==> src/rtl/dzsm_pkg.sv <==
// Package for the zoned disk sector mapper: item types, zone constants and
// the small lookup functions shared by the pipeline and the divider.
// Depends on nothing.
package dzsm_pkg;

  // One input item.
  typedef struct packed {
    logic       command;
    logic [7:0] track_in;
    logic [7:0] sector_in;
    logic [9:0] block_in;
  } in_item_t;

  // One result item.
  typedef struct packed {
    logic       out_valid;
    logic [9:0] block_number;
    logic [5:0] found_track;
    logic [4:0] found_sector;
    logic [1:0] speed_zone;
    logic [4:0] sectors_in_track;
    logic       next_valid;
    logic [5:0] next_track;
    logic [4:0] next_sector;
  } out_item_t;

  // Commands.
  localparam logic CMD_LINK   = 1'b0;
  localparam logic CMD_LOCATE = 1'b1;

  // Speed zones.
  localparam logic [1:0] ZONE_17 = 2'd0;
  localparam logic [1:0] ZONE_18 = 2'd1;
  localparam logic [1:0] ZONE_19 = 2'd2;
  localparam logic [1:0] ZONE_21 = 2'd3;

  // Last track of each zone and the directory track.
  localparam logic [7:0] LAST_TRACK_Z3 = 8'd17;
  localparam logic [7:0] LAST_TRACK_Z2 = 8'd24;
  localparam logic [7:0] LAST_TRACK_Z1 = 8'd30;
  localparam logic [5:0] DIR_TRACK     = 6'd18;
  localparam logic [5:0] SKIP_FROM     = 6'd17;
  localparam logic [5:0] SKIP_TO       = 6'd19;

  // Blocks in front of the first track of each zone.
  localparam logic [9:0] BASE_Z2 = 10'd357;
  localparam logic [9:0] BASE_Z1 = 10'd490;
  localparam logic [9:0] BASE_Z0 = 10'd598;

  // Reset value of the track count register.
  localparam logic [5:0] NUM_TRACKS_RST = 6'd35;

  // Zone of a track counted from 1.
  function automatic logic [1:0] zone_of(input logic [7:0] t);
    logic [1:0] z;
    if (t <= LAST_TRACK_Z3) begin
      z = ZONE_21;
    end else if (t <= LAST_TRACK_Z2) begin
      z = ZONE_19;
    end else if (t <= LAST_TRACK_Z1) begin
      z = ZONE_18;
    end else begin
      z = ZONE_17;
    end
    return z;
  endfunction

  // Sectors per track of a zone.
  function automatic logic [4:0] zone_sectors(input logic [1:0] z);
    logic [4:0] n;
    unique case (z)
      ZONE_21: n = 5'd21;
      ZONE_19: n = 5'd19;
      ZONE_18: n = 5'd18;
      ZONE_17: n = 5'd17;
    endcase
    return n;
  endfunction

  // Rounded-up 2^16 / sectors, used to divide by the zone's sector count.
  function automatic logic [11:0] zone_recip(input logic [1:0] z);
    logic [11:0] m;
    unique case (z)
      ZONE_21: m = 12'd3121;
      ZONE_19: m = 12'd3450;
      ZONE_18: m = 12'd3641;
      ZONE_17: m = 12'd3856;
    endcase
    return m;
  endfunction

  // First track of a zone.
  function automatic logic [5:0] zone_first_track(input logic [1:0] z);
    logic [5:0] t;
    unique case (z)
      ZONE_21: t = 6'd1;
      ZONE_19: t = 6'd18;
      ZONE_18: t = 6'd25;
      ZONE_17: t = 6'd31;
    endcase
    return t;
  endfunction

  // Blocks that precede track t (t counted from 1; 0 gives 0).
  function automatic logic [9:0] blocks_before(input logic [5:0] t);
    logic [9:0] tt;
    logic [9:0] b;
    tt = {4'b0, t};
    if (t == 6'd0) begin
      b = 10'd0;
    end else if (tt <= 10'(LAST_TRACK_Z3)) begin
      b = 10'd21 * (tt - 10'd1);
    end else if (tt <= 10'(LAST_TRACK_Z2)) begin
      b = BASE_Z2 + 10'd19 * (tt - 10'd18);
    end else if (tt <= 10'(LAST_TRACK_Z1)) begin
      b = BASE_Z1 + 10'd18 * (tt - 10'd25);
    end else begin
      b = BASE_Z0 + 10'd17 * (tt - 10'd31);
    end
    return b;
  endfunction

  // Interleave step on the directory track: (s + 3) mod 19.
  function automatic logic [4:0] dir_next(input logic [4:0] s);
    logic [5:0] sum;
    sum = {1'b0, s} + 6'd3;
    if (sum >= 6'd19) begin
      sum = sum - 6'd19;
    end
    return sum[4:0];
  endfunction

  // Interleave step on the 18-sector tracks.
  function automatic logic [4:0] zone1_next(input logic [4:0] s);
    logic [4:0] n;
    unique case (s)
      5'd0:    n = 5'd10;
      5'd1:    n = 5'd11;
      5'd2:    n = 5'd12;
      5'd3:    n = 5'd13;
      5'd4:    n = 5'd14;
      5'd5:    n = 5'd15;
      5'd6:    n = 5'd16;
      5'd7:    n = 5'd17;
      5'd8:    n = 5'd1;
      5'd9:    n = 5'd0;
      5'd10:   n = 5'd2;
      5'd11:   n = 5'd3;
      5'd12:   n = 5'd4;
      5'd13:   n = 5'd5;
      5'd14:   n = 5'd6;
      5'd15:   n = 5'd7;
      5'd16:   n = 5'd8;
      5'd17:   n = 5'd9;
      default: n = 5'd0;
    endcase
    return n;
  endfunction

endpackage

==> src/rtl/dzsm_div.sv <==
// Three-stage divider of a zone offset by the zone's sector count.
// Depends on dzsm_pkg for the reciprocal and sector count tables.
module dzsm_div (
  input  logic       clk,
  input  logic       en,
  input  logic [8:0] r_i,
  input  logic [1:0] zone_i,
  output logic [4:0] q_o,
  output logic [4:0] rem_o
);

  logic [8:0]  r_a_r;
  logic [1:0]  z_a_r;
  logic [8:0]  r_b_r;
  logic [4:0]  d_b_r;
  logic [4:0]  qe_b_r;
  logic [4:0]  q_c_r;
  logic [4:0]  rem_c_r;

  logic [20:0] prod;
  logic [9:0]  qd;
  logic [10:0] diff;
  logic [10:0] diff_fix;
  logic [4:0]  q_nxt;
  logic [4:0]  rem_nxt;

  // Quotient estimate by reciprocal multiplication; never below the true value.
  assign prod = 21'(r_a_r) * 21'(dzsm_pkg::zone_recip(z_a_r));

  // Remainder with one correction step when the estimate was one too high.
  assign qd       = 10'(qe_b_r) * 10'(d_b_r);
  assign diff     = {2'b0, r_b_r} - {1'b0, qd};
  assign diff_fix = diff + {6'b0, d_b_r};
  assign q_nxt    = diff[10] ? (qe_b_r - 5'd1) : qe_b_r;
  assign rem_nxt  = diff[10] ? diff_fix[4:0] : diff[4:0];

  // Stage registers, advanced together with the main pipeline.
  always_ff @(posedge clk) begin
    if (en) begin
      r_a_r   <= r_i;
      z_a_r   <= zone_i;
      r_b_r   <= r_a_r;
      d_b_r   <= dzsm_pkg::zone_sectors(z_a_r);
      qe_b_r  <= prod[20:16];
      q_c_r   <= q_nxt;
      rem_c_r <= rem_nxt;
    end
  end

  assign q_o   = q_c_r;
  assign rem_o = rem_c_r;

endmodule

==> src/rtl/disk_zone_sector_mapper_core.sv <==
// Top level of the zoned disk sector mapper: link resolution and block lookup.
// Depends on dzsm_pkg and dzsm_div.
//
// Each item passes three register stages: stage 1, stage 2 and the output
// register, which holds the result that is shown on the output.
// One item is taken every cycle as long as the result side takes results.
// The whole pipeline advances on a single enable that holds while the output
// register is full and out_ready is low, so the output register bounds
// throughput to out_ready's rate. Command 0 checks a track and sector link
// and returns its block number, zone, sector count and next interleave link;
// command 1 returns the track and sector of a block.
// Register 0 (byte address 0) holds the track count; values above
// MAX_TRACKS act as MAX_TRACKS.
module disk_zone_sector_mapper_core #(
  parameter int MAX_TRACKS = 42
) (
  input  logic                 clk,
  input  logic                 rst_n,
  input  logic                 in_valid,
  output logic                 in_ready,
  input  dzsm_pkg::in_item_t   in_data,
  output logic                 out_valid,
  input  logic                 out_ready,
  output dzsm_pkg::out_item_t  out_data,
  input  logic                 psel,
  input  logic                 penable,
  input  logic                 pwrite,
  input  logic [2:0]           paddr,
  input  logic [31:0]          pwdata,
  output logic [31:0]          prdata,
  output logic                 pready
);

  localparam logic [5:0] MAX_TR = 6'(MAX_TRACKS);

  logic [5:0] num_tracks_r;
  logic [5:0] tracks;
  logic       en;

  // Stage 1 registers.
  logic       v1_r;
  logic       cmd1_r;
  logic       ok1_r;
  logic       inr1_r;
  logic [5:0] t1_r;
  logic [4:0] s1_r;
  logic [1:0] z1_r;
  logic [4:0] n1_r;
  logic [9:0] cum1_r;
  logic [5:0] tr1_r;
  logic [1:0] zb1_r;

  // Stage 2 registers.
  logic       v2_r;
  logic       cmd2_r;
  logic       ok2_r;
  logic       inr2_r;
  logic [9:0] blk2_r;
  logic [1:0] z2_r;
  logic [4:0] n2_r;
  logic       nv2_r;
  logic [5:0] nt2_r;
  logic [4:0] ns2_r;
  logic [1:0] zb2_r;

  // Output stage registers.
  logic                v3_r;
  logic                inr3_r;
  logic [1:0]          zb3_r;
  dzsm_pkg::out_item_t res3_r;
  dzsm_pkg::out_item_t res3_nxt;

  // Stage 1 combinational signals.
  logic [1:0] zone_t;
  logic [4:0] n_t;
  logic       t_on;
  logic       link_ok;
  logic [9:0] total;
  logic [1:0] zone_b;
  logic [9:0] off_b;
  logic [9:0] r_b;

  // Stage 2 combinational signals.
  logic [9:0] blk;
  logic [5:0] s_plus;
  logic [4:0] ns;
  logic [5:0] nt;
  logic       nv;

  logic [4:0] q;
  logic [4:0] rem;

  // Configuration register; the write completes in the access phase.
  always_ff @(posedge clk) begin
    if (!rst_n) begin
      num_tracks_r <= dzsm_pkg::NUM_TRACKS_RST;
    end else if (psel && penable && pwrite && pready && !paddr[2]) begin
      num_tracks_r <= pwdata[5:0];
    end
  end

  assign pready = 1'b1;
  assign prdata = paddr[2] ? 32'd0 : {26'd0, num_tracks_r};
  assign tracks = (num_tracks_r > MAX_TR) ? MAX_TR : num_tracks_r;

  // The pipeline moves whenever the output register is free or being taken.
  assign en       = !v3_r || out_ready;
  assign in_ready = en;

  // Stage 1: zone, sector count and range checks of the incoming item.
  assign zone_t  = dzsm_pkg::zone_of(in_data.track_in);
  assign n_t     = dzsm_pkg::zone_sectors(zone_t);
  assign t_on    = (in_data.track_in != 8'd0) && (in_data.track_in <= {2'b0, tracks});
  assign link_ok = (in_data.command == dzsm_pkg::CMD_LINK) && t_on &&
                   (in_data.sector_in < {3'b0, n_t});
  assign total   = dzsm_pkg::blocks_before(tracks + 6'd1);

  // Zone of a block number and its offset into that zone.
  always_comb begin
    if (in_data.block_in < dzsm_pkg::BASE_Z2) begin
      zone_b = dzsm_pkg::ZONE_21;
      off_b  = 10'd0;
    end else if (in_data.block_in < dzsm_pkg::BASE_Z1) begin
      zone_b = dzsm_pkg::ZONE_19;
      off_b  = dzsm_pkg::BASE_Z2;
    end else if (in_data.block_in < dzsm_pkg::BASE_Z0) begin
      zone_b = dzsm_pkg::ZONE_18;
      off_b  = dzsm_pkg::BASE_Z1;
    end else begin
      zone_b = dzsm_pkg::ZONE_17;
      off_b  = dzsm_pkg::BASE_Z0;
    end
  end
  assign r_b = in_data.block_in - off_b;

  always_ff @(posedge clk) begin
    if (en) begin
      cmd1_r <= in_data.command;
      ok1_r  <= link_ok;
      inr1_r <= (in_data.command == dzsm_pkg::CMD_LOCATE) && (in_data.block_in < total);
      t1_r   <= in_data.track_in[5:0];
      s1_r   <= in_data.sector_in[4:0];
      z1_r   <= zone_t;
      n1_r   <= n_t;
      cum1_r <= dzsm_pkg::blocks_before(in_data.track_in[5:0]);
      tr1_r  <= tracks;
      zb1_r  <= zone_b;
    end
  end

  // Stage 2: block number and the next link of the interleave chain.
  assign blk    = cum1_r + {5'b0, s1_r};
  assign s_plus = {1'b0, s1_r} + 6'd10;

  always_comb begin
    nt = t1_r;
    nv = 1'b1;
    if (t1_r == dzsm_pkg::DIR_TRACK) begin
      ns = dzsm_pkg::dir_next(s1_r);
      nv = (ns != 5'd0);
    end else begin
      if (z1_r == dzsm_pkg::ZONE_18) begin
        ns = dzsm_pkg::zone1_next(s1_r);
      end else if (s_plus >= {1'b0, n1_r}) begin
        ns = 5'(s_plus - {1'b0, n1_r});
      end else begin
        ns = s_plus[4:0];
      end
      // A wrap moves to the next track, stepping over the directory track.
      if (ns == 5'd0) begin
        if (t1_r >= tr1_r) begin
          nv = 1'b0;
        end else begin
          nt = (t1_r == dzsm_pkg::SKIP_FROM) ? dzsm_pkg::SKIP_TO : (t1_r + 6'd1);
          nv = (nt <= tr1_r);
        end
      end
    end
  end

  always_ff @(posedge clk) begin
    if (en) begin
      cmd2_r <= cmd1_r;
      ok2_r  <= ok1_r;
      inr2_r <= inr1_r;
      blk2_r <= blk;
      z2_r   <= z1_r;
      n2_r   <= n1_r;
      nv2_r  <= nv;
      nt2_r  <= nt;
      ns2_r  <= ns;
      zb2_r  <= zb1_r;
    end
  end

  // Stage 3: zero every field that the command or a failed check leaves open.
  always_comb begin
    res3_nxt = '0;
    if (cmd2_r == dzsm_pkg::CMD_LOCATE) begin
      res3_nxt.out_valid = inr2_r;
    end else if (ok2_r) begin
      res3_nxt.out_valid        = 1'b1;
      res3_nxt.block_number     = blk2_r;
      res3_nxt.speed_zone       = z2_r;
      res3_nxt.sectors_in_track = n2_r;
      res3_nxt.next_valid       = nv2_r;
      res3_nxt.next_track       = nv2_r ? nt2_r : 6'd0;
      res3_nxt.next_sector      = nv2_r ? ns2_r : 5'd0;
    end
  end

  always_ff @(posedge clk) begin
    if (en) begin
      res3_r <= res3_nxt;
      inr3_r <= inr2_r;
      zb3_r  <= zb2_r;
    end
  end

  // Valid bits travel with the items.
  always_ff @(posedge clk) begin
    if (!rst_n) begin
      v1_r <= 1'b0;
      v2_r <= 1'b0;
      v3_r <= 1'b0;
    end else if (en) begin
      v1_r <= in_valid;
      v2_r <= v1_r;
      v3_r <= v2_r;
    end
  end

  // Track and sector of a block: quotient and remainder within its zone.
  dzsm_div u_div (
    .clk    (clk),
    .en     (en),
    .r_i    (r_b[8:0]),
    .zone_i (zone_b),
    .q_o    (q),
    .rem_o  (rem)
  );

  // Result item.
  always_comb begin
    out_data              = res3_r;
    out_data.found_track  = inr3_r ? (dzsm_pkg::zone_first_track(zb3_r) + {1'b0, q}) : 6'd0;
    out_data.found_sector = inr3_r ? rem : 5'd0;
  end

  assign out_valid = v3_r;

endmodule

==> config.mk <==
export PLATFORM = sky130hd
export DESIGN_NAME = disk_zone_sector_mapper_core
export DESIGN_NICKNAME = d
export VERILOG_FILES = /design/src/rtl/dzsm_pkg.sv /design/src/rtl/dzsm_div.sv /design/src/rtl/disk_zone_sector_mapper_core.sv
export SDC_FILE = /design/constraint.sdc
export NUM_CORES = 1
export LEC_CHECK = 0
export BUFFER_PORTS_ARGS = -buffer_cell sky130_fd_sc_hd__buf_2
export CORE_UTILIZATION = 62
export DETAILED_ROUTE_END_ITERATION = 16
export HOLD_SLACK_MARGIN = 0.06
export PLACE_DENSITY = 0.8
export SYNTH_ARGS = -nofsm -noshare
export SYNTH_HDL_FRONTEND = slang
export SYNTH_SLANG_ARGS = --single-unit
==> constraint.sdc <==
create_clock -name clk -period 9.05 [get_ports clk]
set_input_delay 0.905 -clock clk [delete_from_list [all_inputs] [get_ports clk]]
set_output_delay 0.905 -clock clk [all_outputs]
set_load 0.005 [all_outputs]
==> results.json, run 1 <==
{
  "status": "complete, no violations",
  "vias": 11700,
  "hold_buffers": 0,
  "finalSetupTns_ps": 0,
  "syn_area_mm2": 0.0162,
  "reg2reg_slack_ps": 1710,
  "syn_inst": 1659,
  "slowest_delay_ps": 680,
  "clk_pin_slew_ps": 80,
  "worst_setup_path_end_kind": "flop",
  "maxCapViolCount": 0,
  "rows": 58,
  "hp-start": "ok1_r$_DFFE_PN_",
  "async_flop_share_pct": 0,
  "grt_use_met1_pct": 32.8,
  "worstHoldPathCells": 0,
  "ys_ff_latch": 151,
  "grt_max_degree": 72,
  "maxSlewViolCount": 0,
  "pin_count": 145,
  "place_congestion": 0.945,
  "dp_hpwl_um": 26000,
  "grt.total_usage_pct": 25.6,
  "cts_sinks": 151,
  "grt_overflow_total": 0,
  "slew_headroom_pct": 24.4,
  "syn-mean-instance-area_um2": 9.79,
  "setup_viol": 0,
  "yosys.area.top_type_share_pct": 25.3,
  "rsz0062_at_grt": "false",
  "worst_pin_slew_ps": 1120,
  "cts_max_level": 4,
  "worst_ep_arrival_time_ps": 7630,
  "p_leak_nw": 8.63,
  "synth_edf_count": 137,
  "grt_pass1_vias": 11700,
  "die_x_um": 164,
  "fin_crit_sh_pct": 81.1,
  "nets": 2158,
  "cts_tree": "yes",
  "syn_to_final_growth_pct": 7.53,
  "yosysSeqAreaShare_pct": 27.1,
  "clock_latency_ps": 440,
  "post-route-drc-count": 0,
  "switching_share_pct": 43.4,
  "synthDistinctLibCells": 75,
  "io_buffers": 88,
  "met3_usage_pct": 2.70,
  "drive_gt1_share_pct": 8.78,
  "yosysWarnings": 0,
  "dr.pass1.iters": 5,
  "gr-max-usage-layer": "met2",
  "whs_endpoint": "ok2_r$_DFFE_PN_",
  "p_seq_share_pct": 23.0,
  "first_iter_violations": 727,
  "cts-root-buf": "clkbuf_16",
  "post_drt_wl_per_cell_um": 16.1,
  "p_int_w": 0.00271,
  "path_class": "flop to flop",
  "fin_crit_ps": 7340,
  "critPathSlowestCell": "mux2i_1",
  "initial_core_util_pct": 63.8,
  "rr_endpoint": "inr1_r$_DFFE_PN_",
  "power_frac_comb_pct": 61.6,
  "cts_setup_buffers": 0,
  "cts_resized": 0,
  "dp_cells": 2041,
  "hold_path.class": "flop to flop",
  "fp.dieArea_mm2": 0.0268,
  "yosysTopAreaCell": "edfxtp_1",
  "startpoint_type": "flop",
  "core_mm2": 0.0255,
  "diodes": 0,
  "synth.area.top_cells": "edfxtp_1, ha_1, fa_1, inv_1, xnor2_1",
  "ant_nets": 0,
  "p_per_area_mw_per_mm2": 274,
  "clk_path_buf_depth": 2,
  "fin_cells": 2073,
  "max_freq_mhz": 136,
  "use_met2_pct": 45.0,
  "antenna_found_initial": 0,
  "wirelength_um": 33500,
  "avgViaCountPerCell": 5.66,
  "reg2reg_depth": 28,
  "crit_top_cell": "ha_1",
  "hold_viol": 0,
  "worstPathMaxFanout": 13,
  "cts_buffers": 17,
  "grt_pass1_wl_um": 54400,
  "die_h_um": 164,
  "synthFlopType": "edfxtp_1",
  "p_sw_w": 0.00208,
  "clockPowerShare_pct": 15.4,
  "vdd_drop_max_v": 0.000484,
  "required_ps": 9340,
  "finalClockSkew_ps": 12.3,
  "timing.rr.start": "num_tracks_r[2]$_SDFFE_PN0P_"
}
==> critical path: cells and delay by family, from the launching register on <==
kind,cells,cell delay [ps]
fa+ha+maj,7,2480
simple gates,11,1620
compound gates,5,980
mux,1,680
buf+inv,3,580
flops,1,430
xor+xnor,1,410
==> routing by layer <==
layer  vias to the layer above  share of wire (%)
met5                         -                  0
met4                         0                2.1
met3                        50                4.5
met2                       333                 50
met1                      5636                 44
li1                       5718                  -
==> Yosys cell counts (7+ instances only) <==
cell type and number:
and2_1 55, nand4_1 9, a211oi_1 11, a31oi_1 14, xnor2_1 105, clkbuf_1 26
ha_1 271, and3_1 19, dfxtp_1 14, a21oi_1 80, fa_1 88, o21ai_0 43
mux2_2 11, buf_4 28, nor3_1 7, nor2b_1 35, mux2i_1 24, nand2_1 94
edfxtp_1 137, nand3_1 18, o22ai_1 9, o21bai_1 9, nand2b_1 11, inv_1 252
nor2_1 96, o21a_1 14, a21o_1 33, xor2_1 39, a21boi_0 10
==> kinds of logic after synthesis <==
| kind of cell | Yosys count | share of synthesized area (%) |
|---|---|---|
| AND/OR/NAND/NOR | 370 | 11.4 |
| adder cells (fa/ha/maj) | 359 | 31.7 |
| buffers and inverters | 321 | 8.20 |
| AO/OA/AOI/OAI | 274 | 11.1 |
| flip-flops | 151 | 27.1 |
| XOR/XNOR | 147 | 8.18 |
| multiplexers | 35 | 2.24 |
| other | 2 | 0.0462 |
==> state kept, by name, indices dropped and copies added (netlist names), 6 cells and up, named ones only <==
register,cells
tr1_r,6
num_tracks_r,6
t1_r,6
nt2_r,6
cum1_r,10
u_div.r_a_r,9
blk2_r,10
out_data,29
u_div.r_b_r,9
==> area by class of cell <==
type / instances / area (um2)
Clock buffer: 17 / 425
Clock inverter: 15 / 189
Fill cell: 1938 / 8010
Inverter: 256 / 966
Multi-Input combinational cell: 1213 / 10600
Sequential cell: 151 / 4390
Tap cell: 330 / 413
Timing Repair Buffer: 91 / 463
==> power groups by stage <==
stage               Combinational, W  Clock [W]  Sequential (W)
floorplan                    0.00225          0         0.00107
global placement             0.00272          0         0.00111
detailed placement           0.00289          0         0.00112
CTS                          0.00296   0.000744         0.00110
global route                 0.00336   0.000765         0.00112
finish                       0.00295   0.000736         0.00110
==> layout by cell type (no fill, tap or decap), types with 5 or more instances in the layout <==
cell / n
clkbuf_16: 17
conb_1: 28
xnor2_1: 105
a31oi_1: 14
o211ai_1: 5
o21ai_0: 43
nand2b_1: 11
nand3_1: 18
xor2_1: 39
dfxtp_1: 14
inv_8: 5
a21boi_0: 10
nor3_1: 7
o21a_1: 14
edfxtp_1: 137
o22ai_1: 9
fa_1: 88
and2_1: 55
inv_1: 251
o21bai_1: 9
mux2i_1: 24
a211oi_1: 11
a21o_1: 33
nor3b_1: 5
buf_2: 88
nand4_1: 9
mux2_2: 11
nor2_1: 96
nor2b_1: 35
and3_1: 19
nand2_1: 94
ha_1: 271
a21oi_1: 80
==> how the worst max path moves through the flow <==
stage	from	to	slack (ps)	cells after the start
after global placement	num_tracks_r[5]$_SDFFE_PN1P_	inr1_r$_DFFE_PN_	2010	28
final	num_tracks_r[2]$_SDFFE_PN0P_	inr1_r$_DFFE_PN_	1710	28
after global routing	num_tracks_r[2]$_SDFFE_PN0P_	inr1_r$_DFFE_PN_	1180	28
after floorplan	num_tracks_r[2]$_SDFFE_PN0P_	inr1_r$_DFFE_PN_	2790	29
after CTS	num_tracks_r[2]$_SDFFE_PN0P_	inr1_r$_DFFE_PN_	1790	28
after detailed placement	num_tracks_r[2]$_SDFFE_PN0P_	inr1_r$_DFFE_PN_	1830	28
==> through the flow <==
stage | worst slack, ps | power, W | hold slack (ps) | cell area [um2] | utilization (%)
floorplan | 2790 | 0.00332 | 400 | 16300 | -
global placement | 2010 | 0.00384 | 402 | 16800 | 66.1
detailed placement | 1830 | 0.00400 | 407 | 16800 | 66.1
CTS | 1790 | 0.00481 | 425 | 17500 | 68.6
global route | 1180 | 0.00524 | 436 | 17500 | 68.6
finish | 1710 | 0.00479 | 424 | 17500 | 68.6
Note: power is estimated with default switching activity, not from simulation.
==> inputs of run 2 (changes only) <==
CORE_UTILIZATION = 56   (was 62)
PLACE_DENSITY = 0.76   (was 0.8)
clock period = 6.05 ns   (was 9.05 ns; I/O delays follow)
==> run 2 against run 1 <==
  * Clock-buffer cell count grew 2
  * Worst setup slack lost 1400 ps
  * Sequential cell count is the same
  * Critical endpoint unchanged
  * Largest cell class unchanged
==> results.json, run 2 (synthesis gave the netlist of run 1 again) <==
{
  "worst_ep_arrival_time_ps": 6040,
  "setup_viol": 0,
  "grt_pass1_wl_um": 55500,
  "drive_gt1_share_pct": 10.7,
  "rows": 61,
  "crit_top_cell": "ha_1",
  "io_buffers": 88,
  "dpl_cell_area_mm2": 0.0171,
  "fin_crit_ps": 5760,
  "slowest_delay_ps": 510,
  "max_freq_mhz": 174,
  "cts_tree": "yes",
  "place_congestion": 0.900,
  "diodes": 0,
  "worst_pin_slew_ps": 1060,
  "fp.dieArea_mm2": 0.0297,
  "utilization_pct": 63.1,
  "clk_path_buf_depth": 2,
  "layout_commonest_cell": "ha_1",
  "clock_latency_ps": 440,
  "path_buf_inv": 3,
  "grt_overflow_total": 0,
  "ant_nets": 0,
  "required_ps": 6330,
  "die_x_um": 172,
  "final_area_mm2": 0.0178,
  "clk_pin_slew_ps": 70,
  "hold_path.class": "input pin to flop",
  "reg2reg_slack_ps": 290,
  "dr.pass1.iters": 7,
  "nets": 2183,
  "p_per_area_mw_per_mm2": 400,
  "post-route-drc-count": 0,
  "vdd_drop_max_v": 0.000281,
  "pin_count": 145,
  "final_cell_mix": "ha_1, inv_1, edfxtp_1",
  "grt.total_usage_pct": 23.8,
  "cts_sinks": 151,
  "vias": 11700,
  "grt_max_degree": 74,
  "hold_buffers": 0,
  "status": "complete, no violations",
  "fin_crit_sh_pct": 95.2,
  "syn_to_final_growth_pct": 9.35,
  "cts_buffers": 17,
  "antenna_found_initial": 0,
  "p_leak_nw": 8.74,
  "cts-root-buf": "clkbuf_16",
  "critPathSlowestCell": "fa_1",
  "post_drt_wl_per_cell_um": 15.8,
  "maxSlewViolCount": 0,
  "hold_viol": 0,
  "wirelength_um": 34000,
  "cts_max_level": 4,
  "first_iter_violations": 839,
  "avgViaCountPerCell": 5.45,
  "cpLargestDelayFamily": "adder cells",
  "dp_hpwl_um": 26700,
  "maxCapViolCount": 0,
  "core_mm2": 0.0282,
  "largest_reg_flops": 29,
  "finalClockSkew_ps": 16.5,
  "slew_headroom_pct": 28.3,
  "die_h_um": 172,
  "initial_core_util_pct": 57.7,
  "startpoint_type": "flop",
  "path_class": "flop to flop",
  "worst_setup_path_end_kind": "flop",
  "worstPathMaxFanout": 5,
  "grt_pass1_vias": 11600,
  "p_total_w": 0.00710
}
run 2: cell types whose count changed in the layout (fill, tap and decap cells not counted), sizes merged:
cell      previous run  this run
buf                 91       116
clkinv               7         5
clkbuf              17        19
bufinv               0         3
clkinvlp             0         2
inv                264       258
run 2: what timing repair did:
action	CTS	global route
pin swaps	0	5
endpoints found under the setup margin	1	1
setup buffers	0	2
gates resized for setup	1	15
run 2: area by class of cell:
class	count	area, um2
clock buffer	19	433
clock inverter	12	150
fill	2325	10400
inverter	256	966
multi-input combinational	1213	10700
sequential	151	4400
tap	378	473
timing repair buffer	116	651
run 2: worst paths after layout:
kind                                 from                           end  cells past startpoint
min                             pwdata[1]  num_tracks_r[1]$_SDFFE_PN1P_                      3
min reg2reg            zb2_r[1]$_DFFE_PN_            zb3_r[1]$_DFFE_PN_                      0
max reg2reg  num_tracks_r[2]$_SDFFE_PN0P_              inr1_r$_DFFE_PN_                     28
max          num_tracks_r[2]$_SDFFE_PN0P_              inr1_r$_DFFE_PN_                     28
run 2: power by group:
part           switching [W]  total, W  internal (W)
logic                0.00237   0.00437       0.00200
registers           0.000165   0.00165       0.00148
clock network       0.000439   0.00109      0.000646
run 2: per-stage QoR:
stage	TNS [ps]	hold slack (ps)	instances	setup WS, ps
after global routing	-48.1	377	2145	-48.1
after CTS	0	363	2143	24.0
after detailed placement	-20.6	408	2112	-20.6
after floorplan	0	400	1685	5.42
final	0	382	2145	288
after global placement	0	400	2112	144
run 2: layer usage:
metal | GRT usage (%) | share of wire, % | up-vias
li1 | - | - | 5774
met1 | 30.9 | 44 | 5527
met2 | 40.5 | 49 | 337
met3 | 3.16 | 4.6 | 60
met4 | 9.04 | 2.3 | 0
met5 | 0 | 0 | -
run 2: worst reg2reg max path: cells and delay by family (launching register included):
| family | cells | cell delay (ps) |
|---|---|---|
| DFF | 1 | 350 |
| and+or+nand+nor | 10 | 1080 |
| muxes | 1 | 300 |
| adders and majority gates | 7 | 2240 |
| buffers and inverters | 3 | 210 |
| xor gates and xnor gates | 1 | 270 |
| AOI/OAI and AO/OA | 6 | 1150 |
==> inputs of run 3 (changes only) <==
CORE_UTILIZATION = 35   (was 56)
PLACE_DENSITY = 0.5   (was 0.76)
RECOVER_POWER = 50   (was unset)
==> run 3 against run 2 <==
  * Sequential share of layout area down 0.29 points
  * First-iteration DRC count down 35%
  * Register-to-register slack better by 96 ps
  * The run now ends with max-capacitance violations, max-slew violations left
  * Clock-buffer cell count down 2
  * Clock skew down 3.3 ps
  * Die area up 59%
  * Non-clock buffer count up 3
  * Cell area up 1.2%
  * Cell count up 11%
  * Sequential power about the same
  * Wire length up 4.2%
  * Largest power group unchanged
  * Combinational power down 1%
==> results.json, run 3 (synthesis gave the netlist of run 1 again) <==
{
  "p_leak_nw": 8.63,
  "setup_ws_ps": 384,
  "worst_ep_arrival_time_ps": 5970,
  "grt_overflow_total": 0,
  "worst_pin_slew_ps": 2900,
  "drive_gt1_share_pct": 9.09,
  "final_area_mm2": 0.0180,
  "post_drt_wl_per_cell_um": 14.9,
  "layout_commonest_cell": "ha_1",
  "avgViaCountPerCell": 4.80,
  "p_seq_share_pct": 23.6,
  "largest_reg_flops": 29,
  "violations": "max-capacitance violations, max-slew violations",
  "initial_core_util_pct": 35.6,
  "cts_tree": "yes",
  "post-route-drc-count": 0,
  "utilization_pct": 39.4,
  "rr_endpoint": "u_div.qe_b_r[4]$_DFFE_PN_",
  "dp_hpwl_um": 28800,
  "dp_slack_ps": 86.1,
  "core_mm2": 0.0456,
  "place_congestion": 0.818,
  "clockPowerShare_pct": 14.5,
  "clock_latency_ps": 460,
  "finalClockSkew_ps": 13.2,
  "crit_top_cell": "fa_1",
  "cpLargestDelayFamily": "adder cells",
  "nets": 2186,
  "cts_buffers": 17,
  "grt_pass1_wl_um": 59500,
  "worst_setup_path_end_kind": "flop",
  "vdd_drop_max_v": 0.000356,
  "startpoint_type": "flop",
  "dpl_cell_area_mm2": 0.0174,
  "switching_share_pct": 42.5,
  "maxSlewViolCount": 97,
  "vias": 11400,
  "p_per_area_mw_per_mm2": 388,
  "die_x_um": 217,
  "worstHoldPathCells": 3,
  "cts_max_level": 4,
  "slowest_delay_ps": 490,
  "ant_nets": 0,
  "p_sw_w": 0.00297,
  "hold_buffers": 0,
  "fin_crit_sh_pct": 93.6,
  "antenna_found_initial": 0,
  "path_cells": "clkbuf_1 -> ha_1 -> nor2_1 -> nor2_1 -> fa_1 -> inv_1 -> fa_1 -> fa_1 -> inv_1 -> fa_1 -> ha_1 -> a211oi_1 -> o21ai_0 -> a221oi_1 -> o21a_1 -> o21ai_0 -> a2111o_1 -> o211ai_1",
  "diodes": 0,
  "clk_pin_slew_ps": 70,
  "fp.dieArea_mm2": 0.0473,
  "path_buf_inv": 3,
  "slew_headroom_pct": -94.1,
  "cts_sinks": 151,
  "fin_cells": 2371,
  "dp_cells": 2338,
  "setup_viol": 0,
  "clk_path_buf_depth": 2,
  "maxCapViolCount": 2,
  "power_frac_comb_pct": 61.9,
  "grt_pass1_vias": 11700,
  "wirelength_um": 35400,
  "hold_viol": 0,
  "worstPathMaxFanout": 14,
  "first_iter_violations": 542,
  "pin_count": 145,
  "io_buffers": 88,
  "die_h_um": 217,
  "grt.total_usage_pct": 15.8,
  "dr.pass1.iters": 5,
  "rows": 78,
  "whs_endpoint": "num_tracks_r[1]$_SDFFE_PN1P_",
  "max_freq_mhz": 177,
  "hold_path.class": "input pin to flop",
  "final_cell_mix": "ha_1, inv_1, edfxtp_1",
  "reg2reg_slack_ps": 380,
  "timing.rr.start": "u_div.z_a_r[0]$_SDFFCE_PN1N_",
  "p_int_w": 0.00401,
  "hp-start": "pwdata[1]",
  "critPathSlowestCell": "fa_1",
  "path_class": "flop to flop",
  "status": "finished with violations",
  "critical_path_depth": 18,
  "crit_start": "u_div.z_a_r[0]$_SDFFCE_PN1N_",
  "reg2reg_depth": 18,
  "cts-root-buf": "clkbuf_16",
  "required_ps": 6350,
  "syn_to_final_growth_pct": 10.7,
  "fin_crit_ps": 5670,
  "p_total_w": 0.00697,
  "grt_max_degree": 74
}
-- run 3: metrics by stage --
step / TNS, ps / hold WS, ps
3_5_place_dp: 0 / 406
2_1_floorplan: 0 / 400
6_report: 0 / 364
5_1_grt: -15.1 / 349
3_3_place_gp: 0 / 404
4_1_cts: 0 / 325
-- run 3: worst max path at each step --
stage	to	slack [ps]
6_report	u_div.qe_b_r[4]$_DFFE_PN_	380
3_3_place_gp	inr1_r$_DFFE_PN_	110
2_1_floorplan	inr1_r$_DFFE_PN_	5
3_5_place_dp	inr1_r$_DFFE_PN_	90
4_1_cts	inr1_r$_DFFE_PN_	40
5_1_grt	inr1_r$_DFFE_PN_	-20
-- run 3: power groups by stage --
stage / clock network [W] / registers (W) / logic (W)
floorplan: 0 / 0.00160 / 0.00336
global placement: 0 / 0.00167 / 0.00428
detailed placement: 0 / 0.00168 / 0.00435
CTS: 0.00106 / 0.00165 / 0.00439
global route: 0.00110 / 0.00168 / 0.00508
finish: 0.00101 / 0.00165 / 0.00431
-- run 3: cell type report --
cell class | instances | area (um2)
Clock buffer | 17 | 425
Clock inverter | 15 | 135
Timing Repair Buffer | 119 | 616
Multi-Input combinational cell | 1213 | 10700
Sequential cell | 151 | 4400
Inverter | 256 | 962
Fill cell | 4501 | 27600
Tap cell | 600 | 751
-- run 3: worst register-to-register path, stage by stage, from the launching register on --
cell and delay, ps:
edfxtp_1 380, clkbuf_1 380, ha_1 390, nor2_1 380
nor2_1 100, fa_1 490, inv_1 50, fa_1 460
fa_1 490, inv_1 60, fa_1 420, ha_1 290
a211oi_1 240, o21ai_0 130, a221oi_1 310, o21a_1 280
o21ai_0 180, a2111o_1 400, o211ai_1 100
-- run 3: timing repair --
item | 4_1_cts | 5_1_grt
endpoints found under the setup margin | 0 | 1
gates resized for setup | 0 | 15
setup buffers | 0 | 1
-- run 3: metal layers --
metal | up-vias | part of all wire (%) | GRT usage (%)
li1 | 5781 | - | -
met1 | 5446 | 48 | 20.7
met2 | 134 | 48 | 26.8
met3 | 26 | 2.4 | 2.33
met4 | 0 | 1.5 | 4.86
met5 | - | 0 | 0
